### src/rtl/core/jsr_oau_pkg.sv
// ----------------------------------------------------------------------------
// JSR operand address unit package
// Shared field widths, transaction codes and address arithmetic constants.
// ----------------------------------------------------------------------------
package jsr_oau_pkg;

  localparam int DATA_W = 16;
  localparam int REG_W  = 3;
  localparam int MODE_W = 3;
  localparam int KIND_W = 3;

  localparam logic [DATA_W-1:0] WORD_STEP = 16'd2;
  localparam logic [DATA_W-1:0] EVEN_MASK = 16'hFFFE;

  typedef enum logic [1:0] {
    OP_WRITE  = 2'd0,
    OP_DECODE = 2'd1,
    OP_REPLY  = 2'd2,
    OP_READ   = 2'd3
  } op_t;

  typedef enum logic [KIND_W-1:0] {
    KIND_REGVAL = 3'd0,
    KIND_REGLOC = 3'd1,
    KIND_MEMLOC = 3'd2,
    KIND_RDREQ  = 3'd3,
    KIND_BUSERR = 3'd4,
    KIND_SEQERR = 3'd5
  } kind_t;

  localparam logic [MODE_W-1:0] MODE_REG         = 3'd0;
  localparam logic [MODE_W-1:0] MODE_REG_DEF     = 3'd1;
  localparam logic [MODE_W-1:0] MODE_AUTOINC     = 3'd2;
  localparam logic [MODE_W-1:0] MODE_AUTOINC_DEF = 3'd3;
  localparam logic [MODE_W-1:0] MODE_AUTODEC     = 3'd4;
  localparam logic [MODE_W-1:0] MODE_AUTODEC_DEF = 3'd5;
  localparam logic [MODE_W-1:0] MODE_INDEX       = 3'd6;
  localparam logic [MODE_W-1:0] MODE_INDEX_DEF   = 3'd7;

endpackage

### src/rtl/core/jsr_oau_ram.sv
// ----------------------------------------------------------------------------
// Generic RAM
// One write port, one read port, read data registered (read-first).
// ----------------------------------------------------------------------------
module jsr_oau_ram #(
  parameter int WIDTH = 16,
  parameter int DEPTH = 8,
  parameter int AW    = $clog2(DEPTH)
) (
  input  logic             clk,
  input  logic             we,
  input  logic [AW-1:0]    waddr,
  input  logic [WIDTH-1:0] wdata,
  input  logic [AW-1:0]    raddr,
  output logic [WIDTH-1:0] rdata
);

  logic [WIDTH-1:0] mem [DEPTH];

  always_ff @(posedge clk) begin
    if (we) begin
      mem[waddr] <= wdata;
    end
    rdata <= mem[raddr];
  end

endmodule

### src/rtl/core/jsr_oau_seq.sv
// ----------------------------------------------------------------------------
// JSR operand address sequencer
// Read-modify-write control around the register file RAM, addressing phase
// tracking and the registered result stage.
// ----------------------------------------------------------------------------
module jsr_oau_seq
  import jsr_oau_pkg::*;
#(
  parameter int NUM_REGISTERS = 8,
  parameter int AW            = $clog2(NUM_REGISTERS)
) (
  input  logic              clk,
  input  logic              rst_n,
  input  logic              in_valid,
  output logic              in_ready,
  input  logic [1:0]        in_op,
  input  logic [REG_W-1:0]  in_register_select,
  input  logic [MODE_W-1:0] in_addressing_mode,
  input  logic [REG_W-1:0]  in_linkage_register,
  input  logic [DATA_W-1:0] in_data,
  input  logic              in_bus_error,
  output logic              out_valid,
  input  logic              out_ready,
  output logic [KIND_W-1:0] out_kind,
  output logic [REG_W-1:0]  out_register_number,
  output logic [DATA_W-1:0] out_value,
  output logic [REG_W-1:0]  out_linkage_out,
  output logic              ram_we,
  output logic [AW-1:0]     ram_waddr,
  output logic [DATA_W-1:0] ram_wdata,
  output logic [AW-1:0]     ram_raddr,
  input  logic [DATA_W-1:0] ram_rdata
);

  localparam logic [AW-1:0] PC_IDX = AW'(NUM_REGISTERS - 1);

  typedef enum logic [2:0] {
    S_IDLE,
    S_RMW,
    S_IDX,
    S_SUM,
    S_OUT
  } state_t;

  typedef enum logic [1:0] {
    PH_IDLE,
    PH_POINTER,
    PH_INDEX,
    PH_DEFER
  } phase_t;

  state_t              state_r,     state_nxt;
  phase_t              phase_r,     phase_nxt;
  logic [MODE_W-1:0]   pend_mode_r, pend_mode_nxt;
  logic [AW-1:0]       pend_reg_r,  pend_reg_nxt;
  logic [REG_W-1:0]    pend_link_r, pend_link_nxt;
  logic [NUM_REGISTERS-1:0] valid_r, valid_nxt;
  logic                rd_valid_r;

  op_t                 op_r,        op_nxt;
  logic [AW-1:0]       sel_r,       sel_nxt;
  logic [DATA_W-1:0]   data_r,      data_nxt;
  logic                berr_r,      berr_nxt;
  logic [DATA_W-1:0]   r7p_r,       r7p_nxt;
  kind_t               kind_r,      kind_nxt;
  logic [REG_W-1:0]    regno_r,     regno_nxt;
  logic [DATA_W-1:0]   value_r,     value_nxt;

  logic [DATA_W-1:0]   rword;
  logic [DATA_W-1:0]   dec_word;
  logic [DATA_W-1:0]   base;
  logic [DATA_W-1:0]   sum;
  logic [AW-1:0]       in_sel;

  assign in_sel   = in_register_select[AW-1:0];
  // entries never written read as zero
  assign rword    = rd_valid_r ? ram_rdata : '0;
  assign dec_word = rword - WORD_STEP;
  assign base     = (pend_reg_r == PC_IDX) ? r7p_r : rword;
  assign sum      = base + data_r;

  assign in_ready            = (state_r == S_IDLE);
  assign out_valid           = (state_r == S_OUT);
  assign out_kind            = kind_r;
  assign out_register_number = regno_r;
  assign out_value           = value_r;
  assign out_linkage_out     = pend_link_r;

  always_comb begin
    state_nxt     = state_r;
    phase_nxt     = phase_r;
    pend_mode_nxt = pend_mode_r;
    pend_reg_nxt  = pend_reg_r;
    pend_link_nxt = pend_link_r;
    valid_nxt     = valid_r;
    op_nxt        = op_r;
    sel_nxt       = sel_r;
    data_nxt      = data_r;
    berr_nxt      = berr_r;
    r7p_nxt       = r7p_r;
    kind_nxt      = kind_r;
    regno_nxt     = regno_r;
    value_nxt     = value_r;
    ram_we        = 1'b0;
    ram_waddr     = sel_r;
    ram_wdata     = rword;
    ram_raddr     = sel_r;

    case (state_r)
      S_IDLE: begin
        ram_raddr = in_sel;
        if (in_valid) begin
          op_nxt    = op_t'(in_op);
          sel_nxt   = in_sel;
          data_nxt  = in_data;
          berr_nxt  = in_bus_error;
          regno_nxt = '0;
          value_nxt = '0;
          state_nxt = S_OUT;
          case (op_t'(in_op))
            OP_WRITE: begin
              ram_we            = 1'b1;
              ram_waddr         = in_sel;
              ram_wdata         = in_data;
              valid_nxt[in_sel] = 1'b1;
              kind_nxt          = KIND_REGVAL;
              regno_nxt         = REG_W'(in_sel);
              value_nxt         = in_data;
            end
            OP_READ: begin
              state_nxt = S_RMW;
            end
            OP_DECODE: begin
              if (phase_r != PH_IDLE) begin
                kind_nxt = KIND_SEQERR;
              end else begin
                pend_mode_nxt = in_addressing_mode;
                pend_reg_nxt  = in_sel;
                pend_link_nxt = in_linkage_register;
                if (in_addressing_mode == MODE_REG) begin
                  kind_nxt  = KIND_REGLOC;
                  regno_nxt = REG_W'(in_sel);
                end else begin
                  state_nxt = S_RMW;
                  if (in_addressing_mode inside {MODE_INDEX, MODE_INDEX_DEF}) begin
                    ram_raddr = PC_IDX;
                  end
                end
              end
            end
            OP_REPLY: begin
              case (phase_r)
                PH_IDLE: begin
                  kind_nxt = KIND_SEQERR;
                end
                PH_INDEX: begin
                  ram_raddr = PC_IDX;
                  state_nxt = S_IDX;
                end
                default: begin
                  phase_nxt = PH_IDLE;
                  kind_nxt  = in_bus_error ? KIND_BUSERR : KIND_MEMLOC;
                  value_nxt = in_bus_error ? '0 : in_data;
                end
              endcase
            end
            default: begin
              kind_nxt = KIND_SEQERR;
            end
          endcase
        end
      end

      S_RMW: begin
        state_nxt = S_OUT;
        if (op_r == OP_READ) begin
          kind_nxt  = KIND_REGVAL;
          regno_nxt = REG_W'(sel_r);
          value_nxt = rword;
        end else begin
          case (pend_mode_r)
            MODE_REG_DEF: begin
              kind_nxt  = KIND_MEMLOC;
              value_nxt = rword;
            end
            MODE_AUTOINC, MODE_AUTOINC_DEF: begin
              ram_we           = 1'b1;
              ram_wdata        = (rword + WORD_STEP) & EVEN_MASK;
              valid_nxt[sel_r] = 1'b1;
              value_nxt        = rword;
              if (pend_mode_r == MODE_AUTOINC) begin
                kind_nxt = KIND_MEMLOC;
              end else begin
                kind_nxt  = KIND_RDREQ;
                phase_nxt = PH_POINTER;
              end
            end
            MODE_AUTODEC, MODE_AUTODEC_DEF: begin
              ram_we           = 1'b1;
              ram_wdata        = dec_word & EVEN_MASK;
              valid_nxt[sel_r] = 1'b1;
              value_nxt        = dec_word;
              if (pend_mode_r == MODE_AUTODEC) begin
                kind_nxt = KIND_MEMLOC;
              end else begin
                kind_nxt  = KIND_RDREQ;
                phase_nxt = PH_POINTER;
              end
            end
            default: begin
              kind_nxt  = KIND_RDREQ;
              value_nxt = rword;
              phase_nxt = PH_INDEX;
            end
          endcase
        end
      end

      S_IDX: begin
        // R7 advances even when the index fetch failed
        ram_we            = 1'b1;
        ram_waddr         = PC_IDX;
        ram_wdata         = rword + WORD_STEP;
        valid_nxt[PC_IDX] = 1'b1;
        r7p_nxt           = rword + WORD_STEP;
        ram_raddr         = pend_reg_r;
        if (berr_r) begin
          phase_nxt = PH_IDLE;
          kind_nxt  = KIND_BUSERR;
          state_nxt = S_OUT;
        end else begin
          state_nxt = S_SUM;
        end
      end

      S_SUM: begin
        // read of R7 above was issued alongside its write: forward
        value_nxt = sum;
        state_nxt = S_OUT;
        if (pend_mode_r == MODE_INDEX) begin
          kind_nxt  = KIND_MEMLOC;
          phase_nxt = PH_IDLE;
        end else begin
          kind_nxt  = KIND_RDREQ;
          phase_nxt = PH_DEFER;
        end
      end

      S_OUT: begin
        if (out_ready) begin
          state_nxt = S_IDLE;
        end
      end

      default: begin
        state_nxt = S_IDLE;
      end
    endcase
  end

  always_ff @(posedge clk) begin
    op_r       <= op_nxt;
    sel_r      <= sel_nxt;
    data_r     <= data_nxt;
    berr_r     <= berr_nxt;
    r7p_r      <= r7p_nxt;
    kind_r     <= kind_nxt;
    regno_r    <= regno_nxt;
    value_r    <= value_nxt;
    rd_valid_r <= valid_r[ram_raddr];
    if (!rst_n) begin
      state_r     <= S_IDLE;
      phase_r     <= PH_IDLE;
      pend_mode_r <= '0;
      pend_reg_r  <= '0;
      pend_link_r <= '0;
      valid_r     <= '0;
    end else begin
      state_r     <= state_nxt;
      phase_r     <= phase_nxt;
      pend_mode_r <= pend_mode_nxt;
      pend_reg_r  <= pend_reg_nxt;
      pend_link_r <= pend_link_nxt;
      valid_r     <= valid_nxt;
    end
  end

endmodule

### src/rtl/core/jsr_operand_address_unit.sv
// ----------------------------------------------------------------------------
// JSR operand address unit
// Effective address generation for the PDP-11 style addressing modes of a
// jump-to-subroutine operand, register file held in a one-read, one-write RAM.
// ----------------------------------------------------------------------------
// Path: writes, sequence errors, register locations and pointer/deferred
//   replies go straight to S_OUT; register reads, decodes and failed index
//   replies pass S_RMW or S_IDX first; an index reply passes S_IDX and S_SUM
//   (R7 read, R7 write with base read, add). Flow: one transaction in flight;
//   the next is accepted in the cycle after the result transaction.
// Reset: synchronous; unwritten registers read as zero via per-entry valid bits.
module jsr_operand_address_unit
  import jsr_oau_pkg::*;
#(
  parameter int NUM_REGISTERS = 8
) (
  input  logic              clk,
  input  logic              rst_n,
  input  logic              in_valid,
  output logic              in_ready,
  input  logic [1:0]        in_op,
  input  logic [REG_W-1:0]  in_register_select,
  input  logic [MODE_W-1:0] in_addressing_mode,
  input  logic [REG_W-1:0]  in_linkage_register,
  input  logic [DATA_W-1:0] in_data,
  input  logic              in_bus_error,
  output logic              out_valid,
  input  logic              out_ready,
  output logic [KIND_W-1:0] out_kind,
  output logic [REG_W-1:0]  out_register_number,
  output logic [DATA_W-1:0] out_value,
  output logic [REG_W-1:0]  out_linkage_out
);

  localparam int AW = $clog2(NUM_REGISTERS);

  logic              ram_we;
  logic [AW-1:0]     ram_waddr;
  logic [DATA_W-1:0] ram_wdata;
  logic [AW-1:0]     ram_raddr;
  logic [DATA_W-1:0] ram_rdata;

  jsr_oau_ram #(
    .WIDTH (DATA_W),
    .DEPTH (NUM_REGISTERS)
  ) u_regfile (
    .clk   (clk),
    .we    (ram_we),
    .waddr (ram_waddr),
    .wdata (ram_wdata),
    .raddr (ram_raddr),
    .rdata (ram_rdata)
  );

  jsr_oau_seq #(
    .NUM_REGISTERS (NUM_REGISTERS)
  ) u_seq (
    .clk                 (clk),
    .rst_n               (rst_n),
    .in_valid            (in_valid),
    .in_ready            (in_ready),
    .in_op               (in_op),
    .in_register_select  (in_register_select),
    .in_addressing_mode  (in_addressing_mode),
    .in_linkage_register (in_linkage_register),
    .in_data             (in_data),
    .in_bus_error        (in_bus_error),
    .out_valid           (out_valid),
    .out_ready           (out_ready),
    .out_kind            (out_kind),
    .out_register_number (out_register_number),
    .out_value           (out_value),
    .out_linkage_out     (out_linkage_out),
    .ram_we              (ram_we),
    .ram_waddr           (ram_waddr),
    .ram_wdata           (ram_wdata),
    .ram_raddr           (ram_raddr),
    .ram_rdata           (ram_rdata)
  );

endmodule

### config.mk
export PLATFORM = sky130hd
export DESIGN_NAME = jsr_operand_address_unit
export DESIGN_NICKNAME = d
export VERILOG_FILES = /design/src/rtl/core/jsr_oau_pkg.sv /design/src/rtl/core/jsr_oau_ram.sv /design/src/rtl/core/jsr_oau_seq.sv /design/src/rtl/core/jsr_operand_address_unit.sv
export SDC_FILE = /design/constraint.sdc
export NUM_CORES = 1
export LEC_CHECK = 0
export BUFFER_PORTS_ARGS = -buffer_cell sky130_fd_sc_hd__buf_2
export CORE_UTILIZATION = 50
export DETAILED_ROUTE_END_ITERATION = 12
export GPL_TIMING_DRIVEN = 0
export PLACE_DENSITY = 0.68
export SKIP_LAST_GASP = 1
export SYNTH_ARGS = -nofsm -noshare
export SYNTH_HDL_FRONTEND = slang
export SYNTH_HIERARCHICAL = 1
export SYNTH_SLANG_ARGS = --single-unit
### constraint.sdc
create_clock -name clk -period 3.81 [get_ports clk]
set_input_delay 0.762 -clock clk [delete_from_list [all_inputs] [get_ports clk]]
set_output_delay 0.762 -clock clk [all_outputs]
set_load 0.01 [all_outputs]
==> results of run 1 <==
[per-stage QoR]
stage               cells  setup WS (ns)  hold slack [ns]  cell area [µm²]  util (%)
floorplan             979         0.0734            0.433            11700         -
global placement     1350          -1.72            0.442            12400      54.4
CTS                  1405         0.0871            0.433            13400      58.9
global route         1405       -0.00371            0.438            13400      59.0
detailed placement   1360         -0.764            0.452            12600      55.1
finish               1405         0.0254            0.441            13400      59.0
[cell type report]
class | instances | area (µm²)
fill | 1856 | 9350
sequential | 227 | 6430
multi-input combinational | 664 | 4930
clock buffer | 31 | 658
timing repair buffer | 68 | 442
tap | 313 | 392
buffer | 62 | 305
clock inverter | 14 | 185
inverter | 26 | 97.6
[layer usage]
metal  global-route usage, %  vias up
met5                       0        -
met4                    8.25        0
met3                    4.74       87
met2                    43.7      423
met1                    38.9     4379
li1                        -     3993
[kinds of logic (layout without fill, tap and decap cells)]
| family | Yosys count | after routing |
|---|---|---|
| AOI/OAI and AO/OA | 272 | 272 |
| xor gates and xnor gates | 28 | 28 |
| adders and majority gates | 26 | 26 |
| buffers and inverters | 88 | 201 |
| DFF | 227 | 227 |
| muxes | 63 | 63 |
| and+or+nand+nor | 275 | 275 |
[power groups by stage]
stage / sequential (mW) / clock (mW) / combinational [mW]
after CTS: 3.00 / 2.51 / 1.60
final: 3.00 / 2.49 / 1.63
after detailed placement: 3.05 / 0 / 1.58
after global routing: 3.02 / 2.62 / 1.75
after floorplan: 3.03 / 0 / 1.08
after global placement: 3.06 / 0 / 1.55
[timing repair]
item / in CTS / in global routing
gates resized for setup: 6 / 9
endpoints found under the setup margin: 47 / 47
hold buffers: 0 / 0
[placed cells by master (no fill, tap or decap), types with 8 or more instances in the layout]
master / synthesis / final
sky130_fd_sc_hd__clkbuf_1: 38 / 39
sky130_fd_sc_hd__xor2_1: 8 / 8
sky130_fd_sc_hd__o21a_1: 14 / 14
sky130_fd_sc_hd__nand3_1: 22 / 22
sky130_fd_sc_hd__a31oi_1: 10 / 10
sky130_fd_sc_hd__ha_1: 25 / 25
sky130_fd_sc_hd__a21oi_1: 77 / 76
sky130_fd_sc_hd__clkbuf_16: 0 / 25
sky130_fd_sc_hd__dfxtp_1: 39 / 39
sky130_fd_sc_hd__buf_2: 9 / 69
sky130_fd_sc_hd__mux4_1: 28 / 28
sky130_fd_sc_hd__nor2b_1: 15 / 15
sky130_fd_sc_hd__a211oi_1: 8 / 8
sky130_fd_sc_hd__nor3_1: 14 / 12
sky130_fd_sc_hd__a21o_1: 10 / 10
sky130_fd_sc_hd__inv_1: 25 / 25
sky130_fd_sc_hd__buf_6: 6 / 9
sky130_fd_sc_hd__o211ai_1: 9 / 9
sky130_fd_sc_hd__mux2i_1: 13 / 13
sky130_fd_sc_hd__xnor2_1: 20 / 20
sky130_fd_sc_hd__nor2_1: 61 / 55
sky130_fd_sc_hd__o21ai_0: 67 / 66
sky130_fd_sc_hd__a22oi_1: 9 / 9
sky130_fd_sc_hd__nand4_1: 11 / 11
sky130_fd_sc_hd__nand2_1: 90 / 90
sky130_fd_sc_hd__mux2_2: 18 / 18
sky130_fd_sc_hd__edfxtp_1: 188 / 188
[critical path, delay by kind of cell (launching register included)]
kind | cells | cell delay (ns)
simple gates | 1 | 0.49
flops | 1 | 0.47
compound gates | 2 | 1.39
buf+inv | 2 | 0.64
fa+ha+maj | 1 | 0.42
[final timing paths]
path         cells after the start                  end                  from
min                              1      u_seq/data_r[2]            in_data[2]
max                              6  u_regfile/mem[2][7]  u_seq/pend_mode_r[1]
max reg2reg                      6  u_regfile/mem[2][7]  u_seq/pend_mode_r[1]
min reg2reg                      1     u_seq/valid_r[0]      u_seq/valid_r[0]
[flip-flops by register name, summed over array words and instances (netlist names)]
| name | count |
|---|---|
| u_seq/pend_mode_r | 3 |
| u_seq/data_r | 16 |
| u_seq/out_value | 16 |
| u_seq/berr_r | 1 |
| u_seq/out_linkage_out | 3 |
| u_seq/phase_r | 2 |
| u_seq/out_register_number | 3 |
| u_seq/state_r | 3 |
| u_seq/sel_r | 3 |
| u_seq/r7p_r | 16 |
| u_seq/rd_valid_r | 1 |
| u_seq/op_r | 2 |
| u_seq/valid_r | 8 |
| u_regfile/rdata | 16 |
| u_regfile/mem | 128 |
| u_seq/out_kind | 3 |
| u_seq/pend_reg_r | 3 |
==> results.toml, run 1 <==
[route]
route.final.wire_length_um = 32900
drt-vias-per-instance = 6.32
routed_wire_length_per_instance_um = 23.4
first_iter_violations = 1013
met1_length_um = 14100
post-route-drc-count = 0
met2RoutedLength_um = 15000
top_layer = "met4"
drt_first_pass_iters = 8
detailroute.via_count = 8882
drt.antenna.violating_nets = 0
routed_met3_length_um = 2700

[cells_and_area]
antennaDiodeCount = 0
finish.net_count = 1132
area_growth_pct = 14.8
layout-drive-gt1-share_pct = 16.3

[timing]
finClkSkew_ns = 0.0141
timing.slew.headroom_pct = 21.3
achievable-frequency_mhz = 264
final_min_period_over_clock_period_pct = 99.3
slew_viol_final = 0
finalHoldViolations = 0
setup_viol = 0
grt_setup_unrepaired = "yes"
max_slew.worst_pin.slew_ns = 1.17
min_tclk_post_route_ns = 3.78
fin_setup_tns_ns = 0

[setup_path]
delay_of_the_slowest_cell_on_the_worst_path_ns = 1.06
worst_setup_path_end_kind = "flop"
cp_max_fo = 10
cp_cell_sequence = "inv_1, ha_1, a21oi_1, clkbuf_1, nand3_1, o21ai_0"
r2r_slack_ns = 0.03
setup.worst_path.class = "flop to flop"
cp.required_ns = 3.97
cp.arrival_ns = 3.95
critical_path.startpoint_type = "flop"
crit_slowest_cell = "sky130_fd_sc_hd__o21ai_0"

[synthesis]
ys_seq_elements = 227
synth.top_cells.by_count = "sky130_fd_sc_hd__edfxtp_1 (188), sky130_fd_sc_hd__nand2_1 (90), sky130_fd_sc_hd__a21oi_1 (77), sky130_fd_sc_hd__o21ai_0 (67), sky130_fd_sc_hd__nor2_1 (61)"
synth_largest_area_cell = "sky130_fd_sc_hd__edfxtp_1"
synthMuxAreaShare_pct = 9.90
postSynth.topFlopCell = "sky130_fd_sc_hd__edfxtp_1"
async_flop_share_pct = 0
ys.warnings.count = 6
synthDominantCellAreaShare_pct = 48.3
yosys.cell_types.count = 80
synth_enable_flop_cells = 188
combinational_family_with_the_most_area_after_synthesis = "compound AO/OA/AOI/OAI gates"
post_synth_instance_area_um2 = 11700
synth_seq_area_share_pct = 54.9
postSynthNetCount = 1037
synth.top_cells.by_area = "sky130_fd_sc_hd__edfxtp_1 (48%), sky130_fd_sc_hd__dfxtp_1 (6.7%), sky130_fd_sc_hd__mux4_1 (6.3%)"
synth_simple_gate_area_share_pct = 11.8
avgSynthCellArea_um2 = 12.0
postSynthCellCount = 979
yosys.area_share.xor_xnor_pct = 2.10
compound_gate_portion_of_the_synthesized_area_pct = 15.1
synth-adder-area-share_pct = 2.84
most_repeated_cell_in_the_gate_level_netlist_after_synthesis = "sky130_fd_sc_hd__edfxtp_1"

[power_and_ir_drop]
p_seq_share_pct = 42.2
irDropWorstVdd_mv = 0.475
switching_share_pct = 29.8
total_leakage_power_nw = 4.83
cellInternalPower_mw = 5.00
report.power.total_mw = 7.13
p_sw_mw = 2.13
power.share.combinational_pct = 22.9
powerDensity_nw_per_um2 = 530
clock_power_share_pct = 34.9

[grt]
antenna_found_initial = 0
grt_pass1_wl_um = 50000
globalRouteOverflowTotal = 0
via_count_of_the_first_global_routing_pass = 8368
grt_max_degree = 24
grt_use_total_pct = 27.6

[floorplanning]
floorplan.die_area_um2 = 24000
num_io_pins = 59
die_outline_height_um = 155
fp.dieW_um = 155
design.core.area_um2 = 22800
rows = 55
start_util_pct = 51.4

[place]
gpl.final_weighted_congestion = 1.00
place.detailed.hpwl_um = 23400
port_buffers = 58

[cts]
cts.reportedPaths.clkPinSlew_ns = 0.07
cts_htree_levels = 1
master_cell_of_the_clock_root_buffer = "sky130_fd_sc_hd__clkbuf_16"
cts_sinks = 227
post_cts_buffers = 0
inserted_clock_buffers = 25
ctsLongestPathBuffers = 3
clkLatencyLatePin_ns = 0.53
cts_tree = "done"

[outcome]
status = "complete, no violations"

[hold_path]
worstHoldPathType = "primary input to flop"

[job]
cap_viol_max_count = 0
No activity file was read; power rests on OpenSTA's default activity.
==> inputs of run 2 (changes only) <==
--- a/config.mk
+++ b/config.mk
@@ -7,2 +7,3 @@
 export LEC_CHECK = 0
+export ABC_AREA = 0
 export BUFFER_PORTS_ARGS = -buffer_cell sky130_fd_sc_hd__buf_2
==> constraint.sdc (replaced) <==
create_clock -name clk -period 3.81 [get_ports clk]
set_input_delay 0 -clock clk [delete_from_list [all_inputs] [get_ports clk]]
set_output_delay 0 -clock clk [all_outputs]
set_load 0.01 [all_outputs]
==> results.toml, run 2 (synthesis results as in run 1) <==
[setup_path]
worst_setup_path_end_kind = "flop"
cp_cell_sequence = "inv_1, ha_1, a21oi_1, clkbuf_1, nand3_1, o21ai_0"
critical_path.reg2reg.startpoint = "u_seq/pend_mode_r[1]"
r2r_slack_ns = 0.06
reg2reg_to = "u_regfile/mem[2][7]"
delay_of_the_slowest_cell_on_the_worst_path_ns = 1.06
critical_path.startpoint_type = "flop"
r2r.worst_path.cells = 6
cp_max_fo = 10
cp.buffers_inverters = 2
critical-path-top-delay-family = "compound AO/OA/AOI/OAI gates"
cp.required_ns = 3.98
setup.worst_path.class = "flop to flop"
crit_slowest_cell = "sky130_fd_sc_hd__o21ai_0"
cp.arrival_ns = 3.91

[timing]
finalHoldViolations = 0
setup_viol = 0
max_slew.worst_pin.slew_ns = 1.16
grt_setup_unrepaired = "yes"
achievable-frequency_mhz = 267
timing.slew.headroom_pct = 21.7
fin_setup_tns_ns = 0
finClkSkew_ns = 0.0144
final_min_period_over_clock_period_pct = 98.3
slew_viol_final = 0
min_tclk_post_route_ns = 3.75

[grt]
via_count_of_the_first_global_routing_pass = 8525
grt_pass1_wl_um = 50500
grt_use_total_pct = 27.9
globalRouteOverflowTotal = 0
grt_max_degree = 24
antenna_found_initial = 0

[cells_and_area]
layout-drive-gt1-share_pct = 15.8
top_register = "u_regfile/mem"
nFillCells = 1825
final_core_util_pct = 60.4
antennaDiodeCount = 0
layout_commonest_cell = "sky130_fd_sc_hd__edfxtp_1"
finish.net_count = 1165
layout_common_cells = "sky130_fd_sc_hd__edfxtp_1 (188), sky130_fd_sc_hd__nand2_1 (90), sky130_fd_sc_hd__a21oi_1 (76)"
area_growth_pct = 17.6
largest_register_ff_count = 128

[job]
cap_viol_max_count = 0

[cts]
inserted_clock_buffers = 25
cts_htree_levels = 1
master_cell_of_the_clock_root_buffer = "sky130_fd_sc_hd__clkbuf_16"
post_cts_buffers = 0
cts.reportedPaths.clkPinSlew_ns = 0.07
clkLatencyLatePin_ns = 0.53
ctsLongestPathBuffers = 3
cts_tree = "done"
cts_sinks = 227

[place]
gpl.final_weighted_congestion = 1.00
place.detailed.hpwl_um = 23400
port_buffers = 58

[route]
drt_first_pass_iters = 6
first_iter_violations = 1068
route.final.wire_length_um = 33300
drt-vias-per-instance = 6.27
detailroute.via_count = 9011
routed_wire_length_per_instance_um = 23.2
post-route-drc-count = 0
drt.antenna.violating_nets = 0

[power_and_ir_drop]
p_seq_share_pct = 42.0
clock_power_share_pct = 34.8
power.share.combinational_pct = 23.2
switching_share_pct = 29.8
irDropWorstVdd_mv = 0.474
total_leakage_power_nw = 4.97
cellInternalPower_mw = 5.02
p_sw_mw = 2.13
powerDensity_nw_per_um2 = 520

[floorplanning]
floorplan.die_area_um2 = 24000
fp.dieW_um = 155
die_outline_height_um = 155
rows = 55
num_io_pins = 59
design.core.area_um2 = 22800
start_util_pct = 51.4

[hold_path]
worstHoldPathType = "primary input to flop"
worstHoldStart = "in_valid"
min_delay_worst_endpoint = "u_seq/state_r[1]"
worst_hold_path.num_cells = 5

[outcome]
status = "complete, no violations"
==> run 2: through the flow <==
step                instance area, µm²  instances  hold WS (ns)  total power [mW]  worst slack [ns]
floorplan                        11700        979        0.0989              4.12             0.703
global placement                 12400       1350         0.226              4.61             -1.07
detailed placement               12600       1360         0.224              4.63            -0.764
CTS                              13800       1438        0.0244              7.14            0.0871
global route                     13800       1438        0.0866              7.41          -0.00371
finish                           13800       1438        0.0546              7.15            0.0642
==> run 2: worst max path at each step <==
stage                         start              endpoint  slack [ns]  cells past startpoint
2_1_floorplan      u_seq/state_r[0]   u_regfile/mem[0][0]        0.70                      8
3_3_place_gp   u_seq/pend_mode_r[1]   u_regfile/mem[0][9]       -1.07                      7
3_5_place_dp       u_seq/rd_valid_r  u_regfile/mem[3][11]       -0.76                     10
4_1_cts            u_seq/rd_valid_r  u_regfile/mem[2][13]        0.09                     12
5_1_grt            u_seq/rd_valid_r   u_seq/out_value[12]      -0.004                     12
6_report       u_seq/pend_mode_r[1]   u_regfile/mem[2][7]        0.06                      6
==> run 2: repair_timing <==
item / 4_1_cts / 5_1_grt
hold endpoints to repair: 51 / 0
endpoints found under the setup margin: 47 / 47
gates resized for setup: 6 / 9
hold buffers: 33 / 0
==> run 2: per-layer routing <==
layer	vias to the layer above	global-route usage, %	wire (µm)
met3	86	4.65	2670
met2	442	44.4	15300
met1	4424	39.2	14200
met4	0	8.72	1080
li1	4059	-	-
met5	-	0	0
==> run 2: area by class of cell <==
type                       count  area (µm²)  area share (%)
buffer                        62         305            2.22
clock buffer                  31         658            4.78
clock inverter                14         185            1.35
inverter                      26        97.6           0.709
multi-input combinational    664        4930            35.8
sequential                   227        6430            46.7
tap                          313         392            2.85
timing repair buffer         101         772            5.61
==> run 2: power groups by stage <==
| stage | Combinational (mW) | Sequential (mW) | Clock (mW) |
|---|---|---|---|
| global placement | 1.55 | 3.06 | 0 |
| finish | 1.66 | 3.00 | 2.49 |
| global route | 1.78 | 3.02 | 2.62 |
| detailed placement | 1.58 | 3.05 | 0 |
| CTS | 1.62 | 3.00 | 2.51 |
| floorplan | 1.08 | 3.03 | 0 |
==> run 2: tightest hold or removal path: stages <==
cell                      delay (ns)
sky130_fd_sc_hd__buf_2          0.16
sky130_fd_sc_hd__nor3_1         0.07
sky130_fd_sc_hd__nor2_1         0.13
sky130_fd_sc_hd__nand2_1        0.08
sky130_fd_sc_hd__a21oi_1        0.10
==> inputs of run 3 (changes only) <==
CTS_BUF_LIST = sky130_fd_sc_hd__clkbuf_8 sky130_fd_sc_hd__clkbuf_16   (was unset)
==> results.toml, run 3 (synthesis results as in run 1) <==
[power_and_ir_drop]
irDropWorstVdd_mv = 0.475
powerDensity_nw_per_um2 = 519
cellInternalPower_mw = 5.01
p_sw_mw = 2.13
switching_share_pct = 29.8
clock_power_share_pct = 34.7
p_seq_share_pct = 42.1
total_leakage_power_nw = 5.00
power.share.combinational_pct = 23.2
report.power.total_mw = 7.14

[hold_path]
worst_hold_path.num_cells = 5
worstHoldStart = "in_valid"
min_delay_worst_endpoint = "u_seq/state_r[1]"
worstHoldPathType = "primary input to flop"

[timing]
grt_setup_unrepaired = "yes"
setup_viol = 0
max_slew.worst_pin.slew_ns = 1.17
final_min_period_over_clock_period_pct = 97.7
finClkSkew_ns = 0.0141
fin_setup_tns_ns = 0
layout_setup_ws_ns = 0.0863
finalHoldViolations = 0
achievable-frequency_mhz = 269
worst_hold_check_slack_ns = 0.0545
slew_viol_final = 0
min_tclk_post_route_ns = 3.72
timing.slew.headroom_pct = 21.9

[cts]
cts_tree = "done"
post_cts_buffers = 0
clkLatencyLatePin_ns = 0.53
cts.reportedPaths.clkPinSlew_ns = 0.07
cts_sinks = 227
ctsLongestPathBuffers = 3
inserted_clock_buffers = 25
cts_htree_levels = 1
master_cell_of_the_clock_root_buffer = "sky130_fd_sc_hd__clkbuf_16"

[place]
gpl.final_weighted_congestion = 1.00
preCtsSetupSlack_ns = -0.764
place.detailed.hpwl_um = 23400
port_buffers = 58

[route]
routed_wire_length_per_instance_um = 23.2
route.final.wire_length_um = 33300
drt-vias-per-instance = 6.27
drt_first_pass_iters = 6
first_iter_violations = 1068
drt.antenna.violating_nets = 0
post-route-drc-count = 0
detailroute.via_count = 9015

[grt]
global_routing_s_busiest_layer = "met2"
grt_pass1_wl_um = 50500
antenna_found_initial = 0
gr_layer_usage_met3_pct = 4.65
grt_use_total_pct = 27.9
grt_max_degree = 24
grt.met2_usage_pct = 44.4
globalRouteOverflowTotal = 0
via_count_of_the_first_global_routing_pass = 8525
grt.met1_usage_pct = 39.2

[setup_path]
delay_of_the_slowest_cell_on_the_worst_path_ns = 1.05
cp_max_fo = 10
cp_cell_sequence = "inv_1, ha_1, a21oi_1, clkbuf_1, nand3_1, o21ai_0"
r2r_slack_ns = 0.09
cp.required_ns = 3.98
setup.worst_path.class = "flop to flop"
critical_path.startpoint_type = "flop"
worst_setup_path_end_kind = "flop"
reg2reg_to = "u_regfile/mem[2][7]"
r2r.worst_path.cells = 6
crit_slowest_cell = "sky130_fd_sc_hd__o21ai_0"
cp.arrival_ns = 3.89
cp.buffers_inverters = 2
critical-path-top-delay-family = "compound AO/OA/AOI/OAI gates"
critical_path.reg2reg.startpoint = "u_seq/pend_mode_r[1]"

[floorplanning]
num_io_pins = 59
start_util_pct = 51.4
fp.dieW_um = 155
rows = 55
design.core.area_um2 = 22800
die_outline_height_um = 155
floorplan.die_area_um2 = 24000

[cells_and_area]
top_register = "u_regfile/mem"
area_growth_pct = 17.6
antennaDiodeCount = 0
layout-drive-gt1-share_pct = 15.8
final_core_util_pct = 60.4
layout_common_cells = "sky130_fd_sc_hd__edfxtp_1 (188), sky130_fd_sc_hd__nand2_1 (90), sky130_fd_sc_hd__a21oi_1 (76)"
layout_commonest_cell = "sky130_fd_sc_hd__edfxtp_1"
finish.net_count = 1165
largest_register_ff_count = 128

[outcome]
status = "complete, no violations"

[job]
cap_viol_max_count = 0
-- run 3: cell types whose count changed in the layout (fill, tap and decap cells not counted) --
cell	delta
sky130_fd_sc_hd__clkbuf_1	-5
sky130_fd_sc_hd__inv_1	+5
-- run 3: cell type report --
type / instances / area [µm²]
Tap cell: 313 / 392
Fill cell: 1825 / 9020
Inverter: 26 / 97.6
Clock inverter: 19 / 204
Buffer: 62 / 305
Clock buffer: 26 / 639
Timing Repair Buffer: 101 / 772
Multi-Input combinational cell: 664 / 4930
Sequential cell: 227 / 6430
-- run 3: power groups by stage --
stage          Combinational (mW)  Sequential [mW]  Clock (mW)
2_1_floorplan                1.08             3.03           0
3_3_place_gp                 1.55             3.06           0
3_5_place_dp                 1.58             3.05           0
4_1_cts                      1.62             3.00        2.50
5_1_grt                      1.78             3.02        2.61
6_report                     1.66             3.00        2.47
-- run 3: timing repair --
action                                  CTS  global route
hold buffers                             33             0
cloned                                    0             0
endpoints found under the setup margin   46            47
resized for setup                         6             9
hold endpoints to repair                 51             0
-- run 3: worst max-delay path by stage --
| stage | startpoint | end | slack (ns) | depth (start not counted) |
|---|---|---|---|---|
| after floorplan | u_seq/state_r[0] | u_regfile/mem[0][0] | 0.70 | 8 |
| after global placement | u_seq/pend_mode_r[1] | u_regfile/mem[0][9] | -1.07 | 7 |
| final | u_seq/pend_mode_r[1] | u_regfile/mem[2][7] | 0.09 | 6 |
| after detailed placement | u_seq/rd_valid_r | u_regfile/mem[3][11] | -0.76 | 10 |
| after global routing | u_seq/rd_valid_r | u_seq/out_value[12] | -0.004 | 12 |
| after CTS | u_seq/rd_valid_r | u_regfile/mem[2][13] | 0.09 | 12 |
-- run 3: worst min-delay path: cells and delay by family --
kind,cells,cell delay (ns)
AOI/OAI and AO/OA,1,0.10
buffers and inverters,1,0.16
and+or+nand+nor,3,0.27
-- run 3: metrics by stage --
step	cells	instance area, µm²
finish	1438	13800
global route	1438	13800
CTS	1438	13800
detailed placement	1360	12600
global placement	1350	12400
floorplan	979	11700
-- run 3: routing by layer --
layer	up-vias	share of wire [%]
li1	4057	-
met1	4453	43
met2	418	46
met3	87	7.9
met4	0	3.3
met5	-	0
